--- src/rtl/core/lkvc_pkg.sv ---
// Shared constants, types and codes for the LRU key/value cache.
// No dependencies; compiled first.
package lkvc_pkg;

    localparam int ENTRIES = 16;
    localparam int IDX_W   = (ENTRIES > 1) ? $clog2(ENTRIES) : 1;
    localparam int RANK_W  = IDX_W;
    localparam int OCC_W   = $clog2(ENTRIES + 1);
    localparam int KEY_W   = 32;
    localparam int DATA_W  = 32;
    localparam int CAP_W   = 5;
    localparam logic [CAP_W-1:0] CAP_RESET = 5'd16;

    typedef enum logic [1:0] {
        S_IDLE,
        S_LOOKUP,
        S_UPDATE
    } t_state;

    // Decided action for the item in flight
    typedef enum logic [2:0] {
        OP_NONE,
        OP_GET_HIT,
        OP_GET_MISS,
        OP_PUT_HIT,
        OP_PUT_REFUSE,
        OP_FILL,
        OP_EVICT
    } t_op;

    typedef struct packed {
        logic load;
        logic lookup;
        logic commit;
    } t_cmd;

    typedef struct packed {
        logic                     hit;
        logic signed [DATA_W-1:0] read_data;
        logic                     evicted;
        logic signed [KEY_W-1:0]  evicted_key;
    } t_rsp_data;

endpackage

--- src/rtl/core/lkvc_ctrl.sv ---
// Sequencer for the cache: accept, lookup, update, response handshake.
// Depends on lkvc_pkg.
module lkvc_ctrl
    import lkvc_pkg::*;
(
    input  logic i_clk,
    input  logic i_rst_n,
    input  logic i_req_valid,
    output logic o_req_ready,
    output logic o_rsp_valid,
    input  logic i_rsp_ready,
    output t_cmd o_cmd
);

    t_state r_state, n_state;
    logic   r_out_valid, n_out_valid;

    always_ff @(posedge i_clk) begin
        if (!i_rst_n) begin
            r_state     <= S_IDLE;
            r_out_valid <= 1'b0;
        end else begin
            r_state     <= n_state;
            r_out_valid <= n_out_valid;
        end
    end

    always_comb begin
        n_state     = r_state;
        o_cmd       = '0;
        o_req_ready = 1'b0;
        unique case (r_state)
            S_IDLE: begin
                o_req_ready = 1'b1;
                if (i_req_valid) begin
                    o_cmd.load = 1'b1;
                    n_state    = S_LOOKUP;
                end
            end
            S_LOOKUP: begin
                o_cmd.lookup = 1'b1;
                n_state      = S_UPDATE;
            end
            S_UPDATE: begin
                // wait for a free result slot
                if (!r_out_valid || i_rsp_ready) begin
                    o_cmd.commit = 1'b1;
                    n_state      = S_IDLE;
                end
            end
            default: n_state = S_IDLE;
        endcase

        if (o_cmd.commit) begin
            n_out_valid = 1'b1;
        end else if (i_rsp_ready) begin
            n_out_valid = 1'b0;
        end else begin
            n_out_valid = r_out_valid;
        end
    end

    assign o_rsp_valid = r_out_valid;

    a_commit_slot_free: assert property (@(posedge i_clk) disable iff (!i_rst_n)
        o_cmd.commit |-> (!r_out_valid || i_rsp_ready))
        else $error("result overwritten while waiting");

    a_accept_to_lookup: assert property (@(posedge i_clk) disable iff (!i_rst_n)
        (i_req_valid && o_req_ready) |=> (r_state == S_LOOKUP))
        else $error("accepted item did not go to lookup");

    a_commit_shows_result: assert property (@(posedge i_clk) disable iff (!i_rst_n)
        o_cmd.commit |=> o_rsp_valid)
        else $error("committed result not presented");

endmodule

--- config.mk ---
export PLATFORM = sky130hd
export DESIGN_NAME = lkvc_ctrl
export DESIGN_NICKNAME = d
export VERILOG_FILES = /design/src/rtl/core/lkvc_pkg.sv /design/src/rtl/core/lkvc_ctrl.sv
export SDC_FILE = /design/constraint.sdc
export NUM_CORES = 1
export LEC_CHECK = 0
export BUFFER_PORTS_ARGS = -buffer_cell sky130_fd_sc_hd__buf_2
export CAP_MARGIN = 20
export CELL_PAD_IN_SITES_DETAIL_PLACEMENT = 0
export CELL_PAD_IN_SITES_GLOBAL_PLACEMENT = 2
export CORE_AREA = 5 5 42 44
export DETAILED_ROUTE_END_ITERATION = 7
export DIE_AREA = 0 0 47 49
export GPL_TIMING_DRIVEN = 0
export PLACE_DENSITY = 0.44
export SLEW_MARGIN = 20
export SYNTH_ARGS = -nofsm -noshare
export SYNTH_HDL_FRONTEND = slang
export SYNTH_SLANG_ARGS = --single-unit
export TNS_END_PERCENT = 20
--- constraint.sdc ---
create_clock -name i_clk -period 1 [get_ports i_clk]
set_input_delay 0.1 -clock i_clk [delete_from_list [all_inputs] [get_ports i_clk]]
set_output_delay 0.1 -clock i_clk [all_outputs]
set_load 0.01 [all_outputs]
# Word-level counts from Yosys, hierarchy flattened
# Index checks and enable logic that the tools add are counted.
# totals
output_inout_bits,5
in_bits,4
elab_cells,22
register_bits,3
# classes
eq_ne,4
n_mux,11
n_reduce_logical,5
# op_table
operator,n
1-bit 2-to-1 mux,8
2-bit one-hot mux with 3 select lines,1
2-bit 2-to-1 mux,2
2-bit != test (second input constant),2
2-bit by 1-bit equality test with 1-bit output (second input constant),1
2-bit equality test (second input constant),1
2-bit logical NOT,1
2-bit AND reduction,1
2-bit nonzero test,1
1-bit logical NOT,1
1-bit logical OR,1

# Depth between registers and ports, before layout
# depth
word_depth,5
ltp_mapped,3
mapped_depth_nobuf,2

# Worst setup path after synthesis
# Ideal clock, no wire load.
# synth_path
path_kind,register to register
startpoint,register r_state[1]
endpoint,register r_state[1]
path_buffers,0
required_ns,0.885
t_arrival_ns,0.737
setup_slack_ns,0.148
path_stages_with_launch,3
setup_ns,0.115
synth_period_minus_slack_ns,0.852
path_cell_list,dfxtp_1 > and2b_4 > o21a_1
# synth_via
elab_chain_len,3
word_cells_on_any_way,7
cone_classes,4 x eq/ne; 1 x mux; 2 x reduce/logical
# synth_lines
item,line,text
"start, declared",lkvc_ctrl.sv:15,"t_state r_state, n_state;"
"start signal, assigned",lkvc_ctrl.sv:23,r_state <= n_state;
2-bit equality test or 2-bit logical NOT (tied branches),lkvc_ctrl.sv:32,unique case (r_state)
2-bit != test (no source line),n/a,
2-bit AND reduction (no source line),n/a,
# Parallel ways exist; a longest one is shown, timed or not.
# A chain may end at the register's enable or synchronous reset.

==> results.sh <==
export IMPL_io_buffers=8
export IMPL_end_kind="output pin"
export IMPL_max_freq_mhz=958
export IMPL_path_max_fanout=4
export IMPL_worstPathRequired_ns=0.90
export IMPL_wl_um=384
export IMPL_cts_sinks=3
export IMPL_viasPerCell=3.24
export IMPL_num_rows=14
export IMPL_numCtsBuffers=3
export IMPL_postSynthCellCount=14
export IMPL_path_class="reg2out"
export IMPL_use_met1_pct=5.26
export IMPL_cts_hold_buf=0
export IMPL_clock_skew_ns=0.00239
export IMPL_fin_util_pct=19.0
export IMPL_synth_flop_cell="dfxtp_1"
export IMPL_post_synth_top_count_cell="dfxtp_1"
export IMPL_antenna_left=0
export IMPL_drv_cap=0
export IMPL_syn_num_nets=18
export IMPL_cts_htree_levels=1
export IMPL_dp_hpwl_um=271
export IMPL_core_um2=1400
export IMPL_cp_cell_sequence="buf_6 > and2b_4 > buf_6"
export IMPL_placed_cells=38
export IMPL_grt_total_usage_pct=4.79
export IMPL_overflow=0
export IMPL_grt_max_degree=6
export IMPL_critPathSlowestCell="dfxtp_2"
export IMPL_use_met3_pct=6.64
export IMPL_tightest_slew_ns=0.141
export IMPL_cp_common_cell="buf_6"
export IMPL_synth_edf_count=0
export IMPL_finalWeightedCongestion=0.629
export IMPL_routedWlPerCell_um=9.14
export IMPL_status="finished with violations"
export IMPL_grt_pass1_wl_um=676
export IMPL_ys_seq_area_share_pct=41.0
export IMPL_hp_class="in2reg"
export IMPL_synthTopCellsByArea="dfxtp_1 41%, and4bb_1 8.5%, nand2b_1 8.5%"
export IMPL_syn_mean_instance_area_um2=10.5
export IMPL_hold_start="i_rst_n"
export IMPL_yosys_area_top_type="dfxtp_1"
export IMPL_instances_no_fill=42
export IMPL_synthToLayoutAreaGrowth_pct=82.1
export IMPL_clk_pin_slew_ns=0.03
export IMPL_rsz0062_at_grt="true"
export IMPL_io_pins=9
export IMPL_start_util_pct=10.4
export IMPL_timing_hold_ws_ns=0.106
export IMPL_synth_commonest_cells="3 x dfxtp_1, 2 x nand2b_1"
export IMPL_cts_root_buf="clkbuf_4"
export IMPL_cp_start_kind="register"
export IMPL_ir_drop_mv=0.630
export IMPL_fin_tns_setup_ns=-0.0650
export IMPL_synth_area_um2=146
export IMPL_vias=136
export IMPL_die_height_um=49
export IMPL_fin_crit_ns=1.04
export IMPL_finalSetupViolCount=3
export IMPL_failed_checks="setup timing"
export IMPL_critPathLaunch="r_state[0]$_SDFFE_PN0P_"
export IMPL_yosysUniqueCellTypes=11
export IMPL_relSlewSlack_pct=90.6
export IMPL_cts_tree="built"
export IMPL_worst_slack_ns=-0.0439
export IMPL_power_leakage_nw=0.124
export IMPL_period_share_pct=104
export IMPL_drv_slew=0
export IMPL_antenna_found_initial=0
export IMPL_critPathMaxStageDelay_ns=0.33
export IMPL_synth_seq_cells=3
export IMPL_synth_async_sr_flop_share_pct=0
export IMPL_nets=31
export IMPL_drive_above_1_share_pct=69.2
export IMPL_drc_errors=0
export IMPL_synth_top_area_share_pct=41.0
export IMPL_die_w_um=47
export IMPL_hold_viol=0
export IMPL_design_area_um2=267
export IMPL_grtUsageMet2_pct=3.85
export IMPL_yosys_warnings=0
export IMPL_drtIter0Drc=3
export IMPL_cts_buffer_depth=2
export IMPL_r2r_start="r_state[0]$_SDFFE_PN0P_"
export IMPL_diodes=0
export IMPL_insertion_delay_ns=0.23
export IMPL_powerDensity_nw_per_um2=1520
export IMPL_placed_area_um2=206
export IMPL_grt_busiest_layer="met3"
export IMPL_first_global_vias=142
export IMPL_first_pass_iters=2
export IMPL_die_area_um2=2300
export IMPL_arrival_ns=0.94
[final timing paths]
path	slack, ns	endpoint	cells after the start
worst max-delay path	-0.04	o_cmd[1]	3
worst min-delay path	0.11	r_state[0]$_SDFFE_PN0P_	2
worst max register to register	0.10	r_state[1]$_SDFFE_PN0P_	3
worst min register to register	0.52	o_rsp_valid$_SDFFE_PN0P_	2
[placed cells by master (no fill, tap or decap), types with 2 or more instances in the layout]
cell type | Yosys | layout
buf_2 | 0 | 6
clkbuf_4 | 0 | 3
buf_6 | 0 | 3
dfxtp_2 | 0 | 2
[cells by family (layout without fill, tap and decap cells)]
logic type | after synthesis | after routing | synth area share (%)
and+or+nand+nor | 8 | 8 | 43.6
DFF | 3 | 3 | 41.0
AOI/OAI and AO/OA | 2 | 2 | 10.3
buffers and inverters | 1 | 13 | 5.13
[metrics by stage]
stage | total power [W] | setup WS (ns)
2_1_floorplan | 0.000160 | 0.148
6_report | 0.000405 | -0.0439
5_1_grt | 0.000444 | -0.0896
3_5_place_dp | 0.000181 | 0.0726
3_3_place_gp | 0.000182 | 0.0669
4_1_cts | 0.000420 | -0.0556
[what timing repair did]
item	in CTS	in global routing
endpoints found under the setup margin	3	3
resized for setup	8	0
cloned	0	0
buffers inserted	1	0
[registers in the layout (all words and copies together), names as in the netlist]
signal       cells
r_state          2
o_rsp_valid      1
[power breakdown]
group	switching, W	internal (W)	leakage [nW]
clock	0.0000611	0.000149	0.0150
sequential	0.00000735	0.000127	0.0253
combinational	0.0000222	0.0000382	0.0840
[per-layer routing]
| metal | vias up | part of all wire [%] |
|---|---|---|
| li1 | 72 | - |
| met1 | 54 | 49 |
| met2 | 10 | 34 |
| met3 | 0 | 17 |
| met4 | 0 | 0 |
| met5 | - | 0 |
[area by class of cell]
cell class,instances,area [um2]
fill,162,1130
multi-input combinational,10,93.8
timing repair buffer,9,63.8
sequential,3,62.6
clock buffer,4,26.3
tap,16,20.0
[critical path: cells and delay by family, from the launching register on]
kind | cells | cell delay, ns
buffers and inverters | 2 | 0.22
flip-flops | 1 | 0.33
AND/OR/NAND/NOR | 1 | 0.16
Power figures use the tool's default switching activity.
