**src/rtl/core/lkvc_pkg.sv**
```systemverilog
// Shared constants, types and codes for the LRU key/value cache.
// No dependencies; compiled first.
package lkvc_pkg;

    localparam int ENTRIES = 16;
    localparam int IDX_W   = (ENTRIES > 1) ? $clog2(ENTRIES) : 1;
    localparam int RANK_W  = IDX_W;
    localparam int OCC_W   = $clog2(ENTRIES + 1);
    localparam int KEY_W   = 32;
    localparam int DATA_W  = 32;
    localparam int CAP_W   = 5;
    localparam logic [CAP_W-1:0] CAP_RESET = 5'd16;

    typedef enum logic [1:0] {
        S_IDLE,
        S_LOOKUP,
        S_UPDATE
    } t_state;

    // Decided action for the item in flight
    typedef enum logic [2:0] {
        OP_NONE,
        OP_GET_HIT,
        OP_GET_MISS,
        OP_PUT_HIT,
        OP_PUT_REFUSE,
        OP_FILL,
        OP_EVICT
    } t_op;

    typedef struct packed {
        logic load;
        logic lookup;
        logic commit;
    } t_cmd;

    typedef struct packed {
        logic                     hit;
        logic signed [DATA_W-1:0] read_data;
        logic                     evicted;
        logic signed [KEY_W-1:0]  evicted_key;
    } t_rsp_data;

endpackage

```
**src/rtl/core/lkvc_datapath.sv**
```systemverilog
// Entry store, key match, victim/free search, recency update, result register.
// Depends on lkvc_pkg.
module lkvc_datapath
    import lkvc_pkg::*;
(
    input  logic                     i_clk,
    input  logic                     i_rst_n,
    input  t_cmd                     i_cmd,
    input  logic                     i_cfg_wr_en,
    input  logic [CAP_W-1:0]         i_cfg_wr_data,
    input  logic                     i_action,
    input  logic signed [KEY_W-1:0]  i_lookup_key,
    input  logic signed [DATA_W-1:0] i_write_data,
    output t_rsp_data                o_rsp
);

    // entry store
    logic [KEY_W-1:0]  r_keys   [ENTRIES];
    logic [DATA_W-1:0] r_values [ENTRIES];
    logic [ENTRIES-1:0] r_valid;
    logic [RANK_W-1:0] r_rank   [ENTRIES];
    logic [OCC_W-1:0]  r_occ;
    logic [CAP_W-1:0]  r_cap;

    // latched item
    logic              r_action;
    logic [KEY_W-1:0]  r_key;
    logic [DATA_W-1:0] r_wdata;

    // lookup results
    t_op               r_op,       n_op;
    logic [IDX_W-1:0]  r_sel_idx,  n_sel_idx;
    logic [OCC_W-1:0]  r_sel_rank, n_sel_rank;
    logic [DATA_W-1:0] r_rd,       n_rd;
    logic [KEY_W-1:0]  r_evk,      n_evk;

    t_rsp_data         r_rsp;

    logic              any_hit, has_free, has_victim;
    logic [IDX_W-1:0]  hit_idx, free_idx, victim_idx;
    logic [OCC_W-1:0]  eff_cap, occ_m1;

    assign eff_cap = (32'(r_cap) > ENTRIES) ? OCC_W'(ENTRIES) : OCC_W'(r_cap);
    assign occ_m1  = r_occ - OCC_W'(1);

    // key match, lowest free entry, least recent entry
    always_comb begin
        any_hit    = 1'b0;
        has_free   = 1'b0;
        has_victim = 1'b0;
        hit_idx    = '0;
        free_idx   = '0;
        victim_idx = '0;
        for (int i = ENTRIES - 1; i >= 0; i--) begin
            if (r_valid[i] && r_keys[i] == r_key) begin
                any_hit = 1'b1;
                hit_idx = IDX_W'(i);
            end
            if (!r_valid[i]) begin
                has_free = 1'b1;
                free_idx = IDX_W'(i);
            end
            if (r_valid[i] && OCC_W'(r_rank[i]) == occ_m1) begin
                has_victim = 1'b1;
                victim_idx = IDX_W'(i);
            end
        end
    end

    always_comb begin
        n_op       = OP_NONE;
        n_sel_idx  = hit_idx;
        n_sel_rank = OCC_W'(r_rank[hit_idx]);
        n_rd       = '0;
        n_evk      = '0;
        if (!r_action) begin
            if (any_hit) begin
                n_op = OP_GET_HIT;
                n_rd = r_values[hit_idx];
            end else begin
                n_op = OP_GET_MISS;
                n_rd = '1;
            end
        end else if (any_hit) begin
            n_op = OP_PUT_HIT;
        end else if (eff_cap == '0) begin
            // zero capacity: the key itself is turned away
            n_op  = OP_PUT_REFUSE;
            n_evk = r_key;
        end else if (r_occ < eff_cap) begin
            if (has_free) begin
                n_op       = OP_FILL;
                n_sel_idx  = free_idx;
                n_sel_rank = r_occ;
            end
        end else if (has_victim) begin
            n_op       = OP_EVICT;
            n_sel_idx  = victim_idx;
            n_sel_rank = OCC_W'(r_rank[victim_idx]);
            n_evk      = r_keys[victim_idx];
        end
    end

    logic do_touch, do_wr_value, do_wr_key, do_fill, rsp_hit, rsp_ev;

    always_comb begin
        do_touch    = 1'b0;
        do_wr_value = 1'b0;
        do_wr_key   = 1'b0;
        do_fill     = 1'b0;
        rsp_hit     = 1'b0;
        rsp_ev      = 1'b0;
        case (r_op) inside
            OP_GET_HIT: begin
                do_touch = 1'b1;
                rsp_hit  = 1'b1;
            end
            OP_PUT_HIT: begin
                do_touch    = 1'b1;
                do_wr_value = 1'b1;
                rsp_hit     = 1'b1;
            end
            OP_FILL: begin
                do_touch    = 1'b1;
                do_wr_value = 1'b1;
                do_wr_key   = 1'b1;
                do_fill     = 1'b1;
            end
            OP_EVICT: begin
                do_touch    = 1'b1;
                do_wr_value = 1'b1;
                do_wr_key   = 1'b1;
                rsp_ev      = 1'b1;
            end
            OP_PUT_REFUSE: rsp_ev = 1'b1;
            default: ;
        endcase
    end

    // control state
    always_ff @(posedge i_clk) begin
        if (!i_rst_n) begin
            r_valid <= '0;
            r_occ   <= '0;
            r_cap   <= CAP_RESET;
            for (int i = 0; i < ENTRIES; i++) begin
                r_rank[i] <= '0;
            end
        end else if (i_cfg_wr_en) begin
            r_cap   <= i_cfg_wr_data;
            r_valid <= '0;
            r_occ   <= '0;
            for (int i = 0; i < ENTRIES; i++) begin
                r_rank[i] <= '0;
            end
        end else if (i_cmd.commit) begin
            if (do_touch) begin
                // entries younger than the touched one age by one
                for (int i = 0; i < ENTRIES; i++) begin
                    if (r_valid[i] && OCC_W'(r_rank[i]) < r_sel_rank) begin
                        r_rank[i] <= r_rank[i] + RANK_W'(1);
                    end
                end
                r_rank[r_sel_idx] <= '0;
            end
            if (do_fill) begin
                r_valid[r_sel_idx] <= 1'b1;
                r_occ              <= r_occ + OCC_W'(1);
            end
        end
    end

    // payload
    always_ff @(posedge i_clk) begin
        if (i_cmd.load) begin
            r_action <= i_action;
            r_key    <= i_lookup_key;
            r_wdata  <= i_write_data;
        end
        if (i_cmd.lookup) begin
            r_op       <= n_op;
            r_sel_idx  <= n_sel_idx;
            r_sel_rank <= n_sel_rank;
            r_rd       <= n_rd;
            r_evk      <= n_evk;
        end
        if (i_cmd.commit) begin
            if (do_wr_value) begin
                r_values[r_sel_idx] <= r_wdata;
            end
            if (do_wr_key) begin
                r_keys[r_sel_idx] <= r_key;
            end
            r_rsp.hit         <= rsp_hit;
            r_rsp.read_data   <= r_rd;
            r_rsp.evicted     <= rsp_ev;
            r_rsp.evicted_key <= r_evk;
        end
    end

    assign o_rsp = r_rsp;

    a_occ_matches_valid: assert property (@(posedge i_clk) disable iff (!i_rst_n)
        $countones(r_valid) == 32'(r_occ))
        else $error("occupancy out of step with valid bits");

    a_occ_within_cap: assert property (@(posedge i_clk) disable iff (!i_rst_n)
        r_occ <= eff_cap)
        else $error("occupancy above capacity");

endmodule

```
**config.mk**
```make
export PLATFORM = sky130hd
export DESIGN_NAME = lkvc_datapath
export DESIGN_NICKNAME = d
export VERILOG_FILES = /design/src/rtl/core/lkvc_pkg.sv /design/src/rtl/core/lkvc_datapath.sv
export SDC_FILE = /design/constraint.sdc
export NUM_CORES = 2
export LEC_CHECK = 0
export ABC_AREA = 1
export CAP_MARGIN = 5
export CORE_MARGIN = 4
export CORE_UTILIZATION = 40
export DETAILED_ROUTE_END_ITERATION = 12
export DONT_BUFFER_PORTS = 1
export PLACE_DENSITY = 0.52
export SLEW_MARGIN = 20
export SYNTH_ARGS = -nofsm -noshare
export SYNTH_HDL_FRONTEND = slang
export SYNTH_SLANG_ARGS = --single-unit
```
**constraint.sdc**
```tcl
create_clock -name i_clk -period 4.7 [get_ports i_clk]
set_clock_uncertainty 0.15 [all_clocks]
set_input_delay 0.94 -clock i_clk [delete_from_list [all_inputs] [get_ports i_clk]]
set_output_delay 0.94 -clock i_clk [all_outputs]
set_load 0.05 [all_outputs]
```
## After elaboration in Yosys (flattened, before gate mapping)

Memory sizes are Yosys's and may differ from the RTL's.
Cells that the tools add are included.

- Add/subtract/negate cells: 18
- Div/mod/pow operators: 0
- Reductions and logical operators: 55
- Mux-type cells: 278
- Equal/unequal tests: 37
- Multiply operators: 0
- Order comparisons: 20
- Bitwise gates (word level): 35
- Shifts and indexed selects: 0

Operators by type and width:

| kind | number |
|---|---|
| $eq A32 B32 Y1 | 16 |
| $mux W4 | 90 |
| $mux W1 | 173 |
| $mux W32 | 4 |
| $eq A4 B5 Y1 | 16 |
| $lt A4 B5 Y1 | 16 |
| $add A4 B1 Y4 const B | 16 |
| $logic_and A1 B1 Y1 | 49 |
| $or A1 B1 Y1 | 32 |
| $mux W3 | 6 |
| $or A16 B16 Y16 | 1 |
| $mux W5 | 3 |
| $eq A3 B3 Y1 const B | 3 |
| $reduce_or A3 Y1 | 2 |
| $add A5 B1 Y5 const B | 1 |
| $gt A5 B5 Y1 const B | 1 |
| $logic_not A5 Y1 | 1 |
| $lt A4 B5 Y1 const B | 1 |
| $lt A5 B5 Y1 | 1 |
| $sub A5 B1 Y5 const B | 1 |
| $demux W1 S4 | 1 |
| $ge A4 B1 Y1 const B | 1 |
| $reduce_or A2 Y1 | 2 |
| $eq A3 B1 Y1 const B | 1 |
| other kinds (4) | 5 |

- Output and inout port bits: 66
- Memories: 3
- Bits in writable memories: 1088
- Flip-flop bits (word level): 233
- Bits of input ports: 76
- Latch bits: 0
- Logic and storage cells: 462
- Bits in read-only memories: 0

Memory list:

| name | depth | bits a word | read ports | clocked after memory_dff | write ports | RTL line | text |
|---|---|---|---|---|---|---|---|
| r_keys | 16 | 32 | 17 | 0 | 1 | lkvc_datapath.sv:18 | `logic [KEY_W-1:0] r_keys [ENTRIES];` |
| r_values | 16 | 32 | 1 | 0 | 1 | lkvc_datapath.sv:19 | `logic [DATA_W-1:0] r_values [ENTRIES];` |
| r_rank | 16 | 4 | 18 | 0 | 17 | lkvc_datapath.sv:21 | `logic [RANK_W-1:0] r_rank [ENTRIES];` |

## Logic depth before layout (Yosys ltp)

An unclocked memory read counts as a cell.

- Word-level depth: 25
- Depth in mapped cells: 37
- Mapped depth without buffers: 33

## Worst setup path before layout

OpenSTA, ideal clock, no wires.

- Path kind: register -> register
- From: register r_occ[0]
- To: register r_evk[14] (data pin)
- Data arrival time: 3404 ps
- Clock period less this slack: 3824 ps
- Path buffers: 7
- Required time: 4280 ps
- Cell stages (with the launch flop): 28
- Setup slack: 876 ps
- Library setup time: 270 ps
- Path through: dfxtp_1 inv_2 buf_2 buf_2 buf_4 ha_1 buf_2 buf_2 nand2_1 o21ai_0 a211oi_1 inv_1 nor4_1 inv_1 nand2_1 nand2_1 nand2_1 nand2_1 nand2_1 nand2_2 nand2_4 buf_4 clkbuf_1 o21ai_1 nand3_1 nand3_1 nand3_1 a21oi_1

- Word-level cells in the longest chain between the ends: 23
- Elaborated cells on any way between the ends: 70
- Those cells by class: 1 x add/sub; 1 x order compare; 16 x eq/ne; 35 x mux; 16 x reduce/logical; 1 x memory

RTL lines:

| what | RTL line | text |
|---|---|---|
| start: declaration | lkvc_datapath.sv:22 | `logic [OCC_W-1:0] r_occ;` |
| start signal: assignment | lkvc_datapath.sv:168 | `r_occ <= r_occ + OCC_W'(1);` |
| $sub A5 B1 Y5 (*) | lkvc_datapath.sv:44 | `assign occ_m1 = r_occ - OCC_W'(1);` |
| named net occ_m1[0] | lkvc_datapath.sv:41 | `logic [OCC_W-1:0] eff_cap, occ_m1;` |
| $eq A4 B5 Y1 | lkvc_datapath.sv:63 | `if (r_valid[i] && OCC_W'(r_rank[i]) == occ_m1) begin` |
| $logic_and A1 B1 Y1 | lkvc_datapath.sv:63 |  |
| $mux W4 (16 in a row) | lkvc_datapath.sv:63 |  |
| $mem_v2 Z16 W32 | - |  |
| $mux W32 (*) | lkvc_datapath.sv:96 | `end else if (has_victim) begin` |
| $mux W32 (*) | lkvc_datapath.sv:90 | `end else if (r_occ < eff_cap) begin` |
| $mux W32 (*) | lkvc_datapath.sv:86 | `end else if (eff_cap == '0) begin` |
| end signal: assignment | lkvc_datapath.sv:185 | `r_evk <= n_evk;` |
| end: declaration | lkvc_datapath.sv:35 | `logic [KEY_W-1:0] r_evk, n_evk;` |

Mark *: on every way through the listed nets, which the timed path passes. The rest lies on a longest branch.
A chain may end at the register's enable or synchronous reset.

## Worst setup path after layout

- From: register r_key[1]
- To: register r_sel_rank[0] (data pin)

- Word-level cells in the longest chain between the ends: 24
- Elaborated cells on any way between the ends: 71
- Those cells by class: 16 x eq/ne; 38 x mux; 16 x reduce/logical; 1 x memory

RTL lines:

| what | RTL line | text |
|---|---|---|
| start: declaration | lkvc_datapath.sv:27 | `logic [KEY_W-1:0] r_key;` |
| start signal: assignment | lkvc_datapath.sv:177 | `r_key <= i_lookup_key;` |
| $eq A32 B32 Y1 | lkvc_datapath.sv:55 | `if (r_valid[i] && r_keys[i] == r_key) begin` |
| $logic_and A1 B1 Y1 | lkvc_datapath.sv:55 |  |
| $mux W4 (16 in a row) | lkvc_datapath.sv:55 |  |
| $mem_v2 Z16 W4 | - |  |
| $mux W4 / $mux W5 (equally long branches) | lkvc_datapath.sv:96, lkvc_datapath.sv:91 |  |
| $mux W5 | lkvc_datapath.sv:90 |  |
| $mux W4 | lkvc_datapath.sv:86 |  |
| $mux W4 | lkvc_datapath.sv:84 | `end else if (any_hit) begin` |
| $mux W4 (*) | lkvc_datapath.sv:76 | `if (!r_action) begin` |
| named net n_sel_rank[0] | lkvc_datapath.sv:33 | `logic [OCC_W-1:0] r_sel_rank, n_sel_rank;` |
| end signal: assignment | lkvc_datapath.sv:183 | `r_sel_rank <= n_sel_rank;` |
| end: declaration | lkvc_datapath.sv:33 |  |

Marks and branches as above.

==> metrics.yaml <==
status:
  status: "finished, final reports clean"
worst_setup_path:
  startpoint_type: "flip-flop"
  critical_path_class: "flip-flop to flip-flop"
  worstReg2RegEnd: "r_sel_rank[0]"
  r2r_start: "r_key[1]"
  r2r_slack_ns: 0.18
  cp_top_family: "simple AND/OR/NAND/NOR gates"
  crit_fanout: 25
  end_kind: "flip-flop"
  worst-r2r-cell-count: 30
  worstPathArrival_ns: 4.91
  crit_buf_inv: 4
  critPathRequiredTime_ns: 5.08
  crit_top_cell: "nand2_1"
  slowest_delay_ns: 0.42
  critPathSlowestCell: "edfxtp_1"
route:
  antenna_left: 0
  drt-total-wl_mm: 255.5
  vias: 51470
  remaining_drc_errors: 0
  vias_per_cell: 5.870
  wl_per_cell_um: 29.14
  drt_iter0_markers: 7644
  dr.pass1.iters: 8
cells_and_area:
  seqCellArea_mm2: 0.03877
  final_util_pct: 47.19
  fillers: 14480
  multiInputGateArea_mm2: 0.02144
  nets: 6725
  layout_commonest_cell: "nand2_1"
  area_delta_synth_final_pct: 16.79
  drive_above_1_share_pct: 11.92
  layout_common_cells: "nand2_1 (1555), edfxtp_1 (1231), nand3_1 (1226)"
sta:
  min_period_ns: 4.523
  relSlewSlack_pct: 28.49
  min_period_over_period_pct: 96.23
  hold_viol_final: 0
  tightest_slew_ns: 1.070
  slew_viol_final: 0
  setup_viol: 0
  fmax_mhz: 221.1
power_and_ir_drop:
  cell_internal_pwr_mw: 20.28
  p_sw_mw: 6.460
  power.density_mw_per_mm2: 361.0
  p_clk_share_pct: 44.3
  power.leakage_nw: 27.77
  vdd_drop_max_mv: 0.3717
  p_seq_share_pct: 50.2
  switching_share_pct: 24.16
  pwr-share-comb_pct: 5.5
  power.total_mw: 26.74
synth:
  ys_ff_latch: 1321
  synth_nets: 6485
  netlist_area_mm2: 0.06341
  ys_seq_area_share_pct: 61.13
  async_flop_share_pct: 0
  synth-compound-area-share_pct: 6.890
  synth_flop_cell: "edfxtp_1"
  ys_warn_count: 0
  synthDistinctLibCells: 58
  synth_top_family_by_area: "simple AND/OR/NAND/NOR gates"
  synth_simple_gate_area_share_pct: 22.24
  syn_area_per_cell_um2: 10.00
  synth.area.mux_share_pct: 0
  synth_cells: 6339
  synth_xor_area_share_pct: 2.679
  synth-edff-count: 1231
  synth_fa_ha_area_share_pct: 1.381
hold_path:
  hold_class: "input port to flip-flop"
  hold_start: "i_lookup_key[12]"
  min_path_cells: 0
  min_to: "r_key[12]"
placed_design:
  dpl.hpwl_mm: 173.1
  port_buffers: 0
  gp_congestion: 1.008
flow_run:
  maxCapViolCount: 0
cts:
  path_clk_slew_ns: 0.06
  clk_path_buf_depth: 3
  cts.sink_count: 1321
  insertion_delay_ns: 0.79
  cts_root_buf: "clkbuf_16"
  h-tree-depth: 4
  cts_buffers: 150
  cts_tree: "yes"
die:
  dieArea_mm2: 0.1650
  design.portCount: 142
  die_width_um: 406.2
  start_util_pct: 40.41
  core_mm2: 0.1569
  die_h_um: 406.2
  rows: 145
global_routing:
  grt_max_degree: 156
  grt-ovfl-total: 0
  grt_pass1_vias: 47350
  grt_pass1_wl_mm: 359.2
  grt.total_usage_pct: 30.36
  antenna_found_initial: 13
## kinds of logic (layout without fill, tap and decap cells)
group / Yosys count / in the layout
AO/OA/AOI/OAI: 750 / 750
XOR/XNOR: 194 / 194
adder cells (fa/ha/maj): 70 / 70
buffers and inverters: 796 / 1162
flip-flops: 1321 / 1321
other: 0 / 6
AND/OR/NAND/NOR: 3208 / 3208
## final cells by class
| type | count | share of cell area, % |
|---|---|---|
| antenna | 6 | 0.02027 |
| clock buffer | 186 | 5.322 |
| clock inverter | 92 | 1.348 |
| inverter | 422 | 2.178 |
| multi-input combinational | 4222 | 28.95 |
| sequential | 1321 | 52.34 |
| tap | 2058 | 3.477 |
| timing repair buffer | 462 | 6.361 |
## sequential cells by signal, summed over array words and instances (netlist names)
| name | count |
|---|---|
| o_rsp | 66 |
| r_action | 1 |
| r_cap | 5 |
| r_evk | 32 |
| r_key | 32 |
| r_keys | 512 |
| r_occ | 5 |
| r_op | 3 |
| r_rank | 64 |
| r_rd | 32 |
| r_sel_idx | 4 |
| r_sel_rank | 5 |
| r_valid | 16 |
| r_values | 512 |
| r_wdata | 32 |
## power groups by stage
| stage | logic [mW] | clock network (mW) | registers [mW] |
|---|---|---|---|
| 6_report | 1.46 | 11.9 | 13.4 |
| 4_1_cts | 1.40 | 12.0 | 13.4 |
| 5_1_grt | 1.50 | 12.5 | 13.4 |
| 3_5_place_dp | 1.39 | 0 | 13.7 |
| 2_1_floorplan | 0.606 | 0 | 13.6 |
| 3_3_place_gp | 1.40 | 0 | 13.7 |
## repair_timing
item,in CTS,in global routing
gates cloned,0,1
setup endpoints to repair,12,58
gates resized for setup,3,23
setup buffers,3,5
hold buffers,0,0
## worst reg2reg max path, delay by kind of cell, from the launching register on
family | cells | cell delay, ns
buf+inv | 4 | 0.76
simple gates | 25 | 2.77
flops | 1 | 0.42
compound gates | 1 | 0.16
## layer usage
metal  track usage (%)  vias up  wire [µm]  share of wire [%]
li1                  -    22820          -                  -
met1             44.28    25310     109600                 43
met2             44.72     2913     109900                 43
met3             7.148      426      27080                 11
met4             9.576       10       8922                3.5
met5                 0        -         57              0.022
## synth_stat cells (3+ instances only)
master	count	area, µm²
a22oi_1	4	30.03
o22ai_1	115	719.4
dfxtp_1	90	1802
a22o_1	28	245.2
clkbuf_1	109	409.1
edfxtp_1	1231	36970
nor3b_1	3	22.52
a221oi_1	16	140.1
buf_2	158	790.8
or2_2	17	106.4
o211ai_1	32	240.2
buf_4	55	412.9
a31oi_1	3	18.77
ha_1	70	875.8
clkinv_1	5	18.77
nor3_1	22	110.1
o21ai_0	145	725.7
nand3_2	3	30.03
inv_2	35	131.4
buf_6	26	292.8
buf_1	25	93.84
nand2_1	1560	5856
a21oi_1	253	1266
nor2_1	242	908.4
o2111ai_1	9	78.83
a211oi_1	30	225.2
o31ai_1	5	37.54
o221ai_1	4	35.03
o21bai_1	14	105.1
nand3_1	1226	6136
and2_1	6	37.54
or4_1	8	60.06
xor2_1	92	805.8
nand4_1	52	325.3
and3_1	3	18.77
nand2_4	3	33.78
xnor2_1	102	893.4
o21ai_1	85	425.4
nand2_2	6	37.54
nand3b_1	4	30.03
nor4_1	42	262.8
inv_1	381	1430
## how the worst max path moves through the flow
stage,startpoint,to,slack [ns],depth (start not counted)
2_1_floorplan,r_occ[0],r_evk[14],0.88,27
5_1_grt,r_occ[2],r_evk[23],-0.001,28
3_3_place_gp,r_key[10],r_rd[0],-0.32,24
3_5_place_dp,r_key[3],r_rd[2],-0.06,29
4_1_cts,r_key[8],r_rd[2],0.007,34
6_report,r_key[1],r_sel_rank[0],0.18,30
## stage by stage
| step | setup TNS, ns | instances | area [µm²] | setup WS [ns] | hold WS (ns) |
|---|---|---|---|---|---|
| final | 0 | 8769 | 74060 | 0.1774 | 0.08667 |
| after global routing | -0.001446 | 8764 | 74050 | -0.001446 | 0.03746 |
| after CTS | 0 | 8757 | 73890 | 0.007443 | 0.03334 |
| after detailed placement | -0.3290 | 8476 | 68910 | -0.06009 | 0.2554 |
| after global placement | -7.636 | 8476 | 68910 | -0.3154 | 0.2521 |
| after floorplan | 0 | 6339 | 63410 | 0.8758 | 0.2503 |
Note: power is estimated with default switching activity, not from simulation.
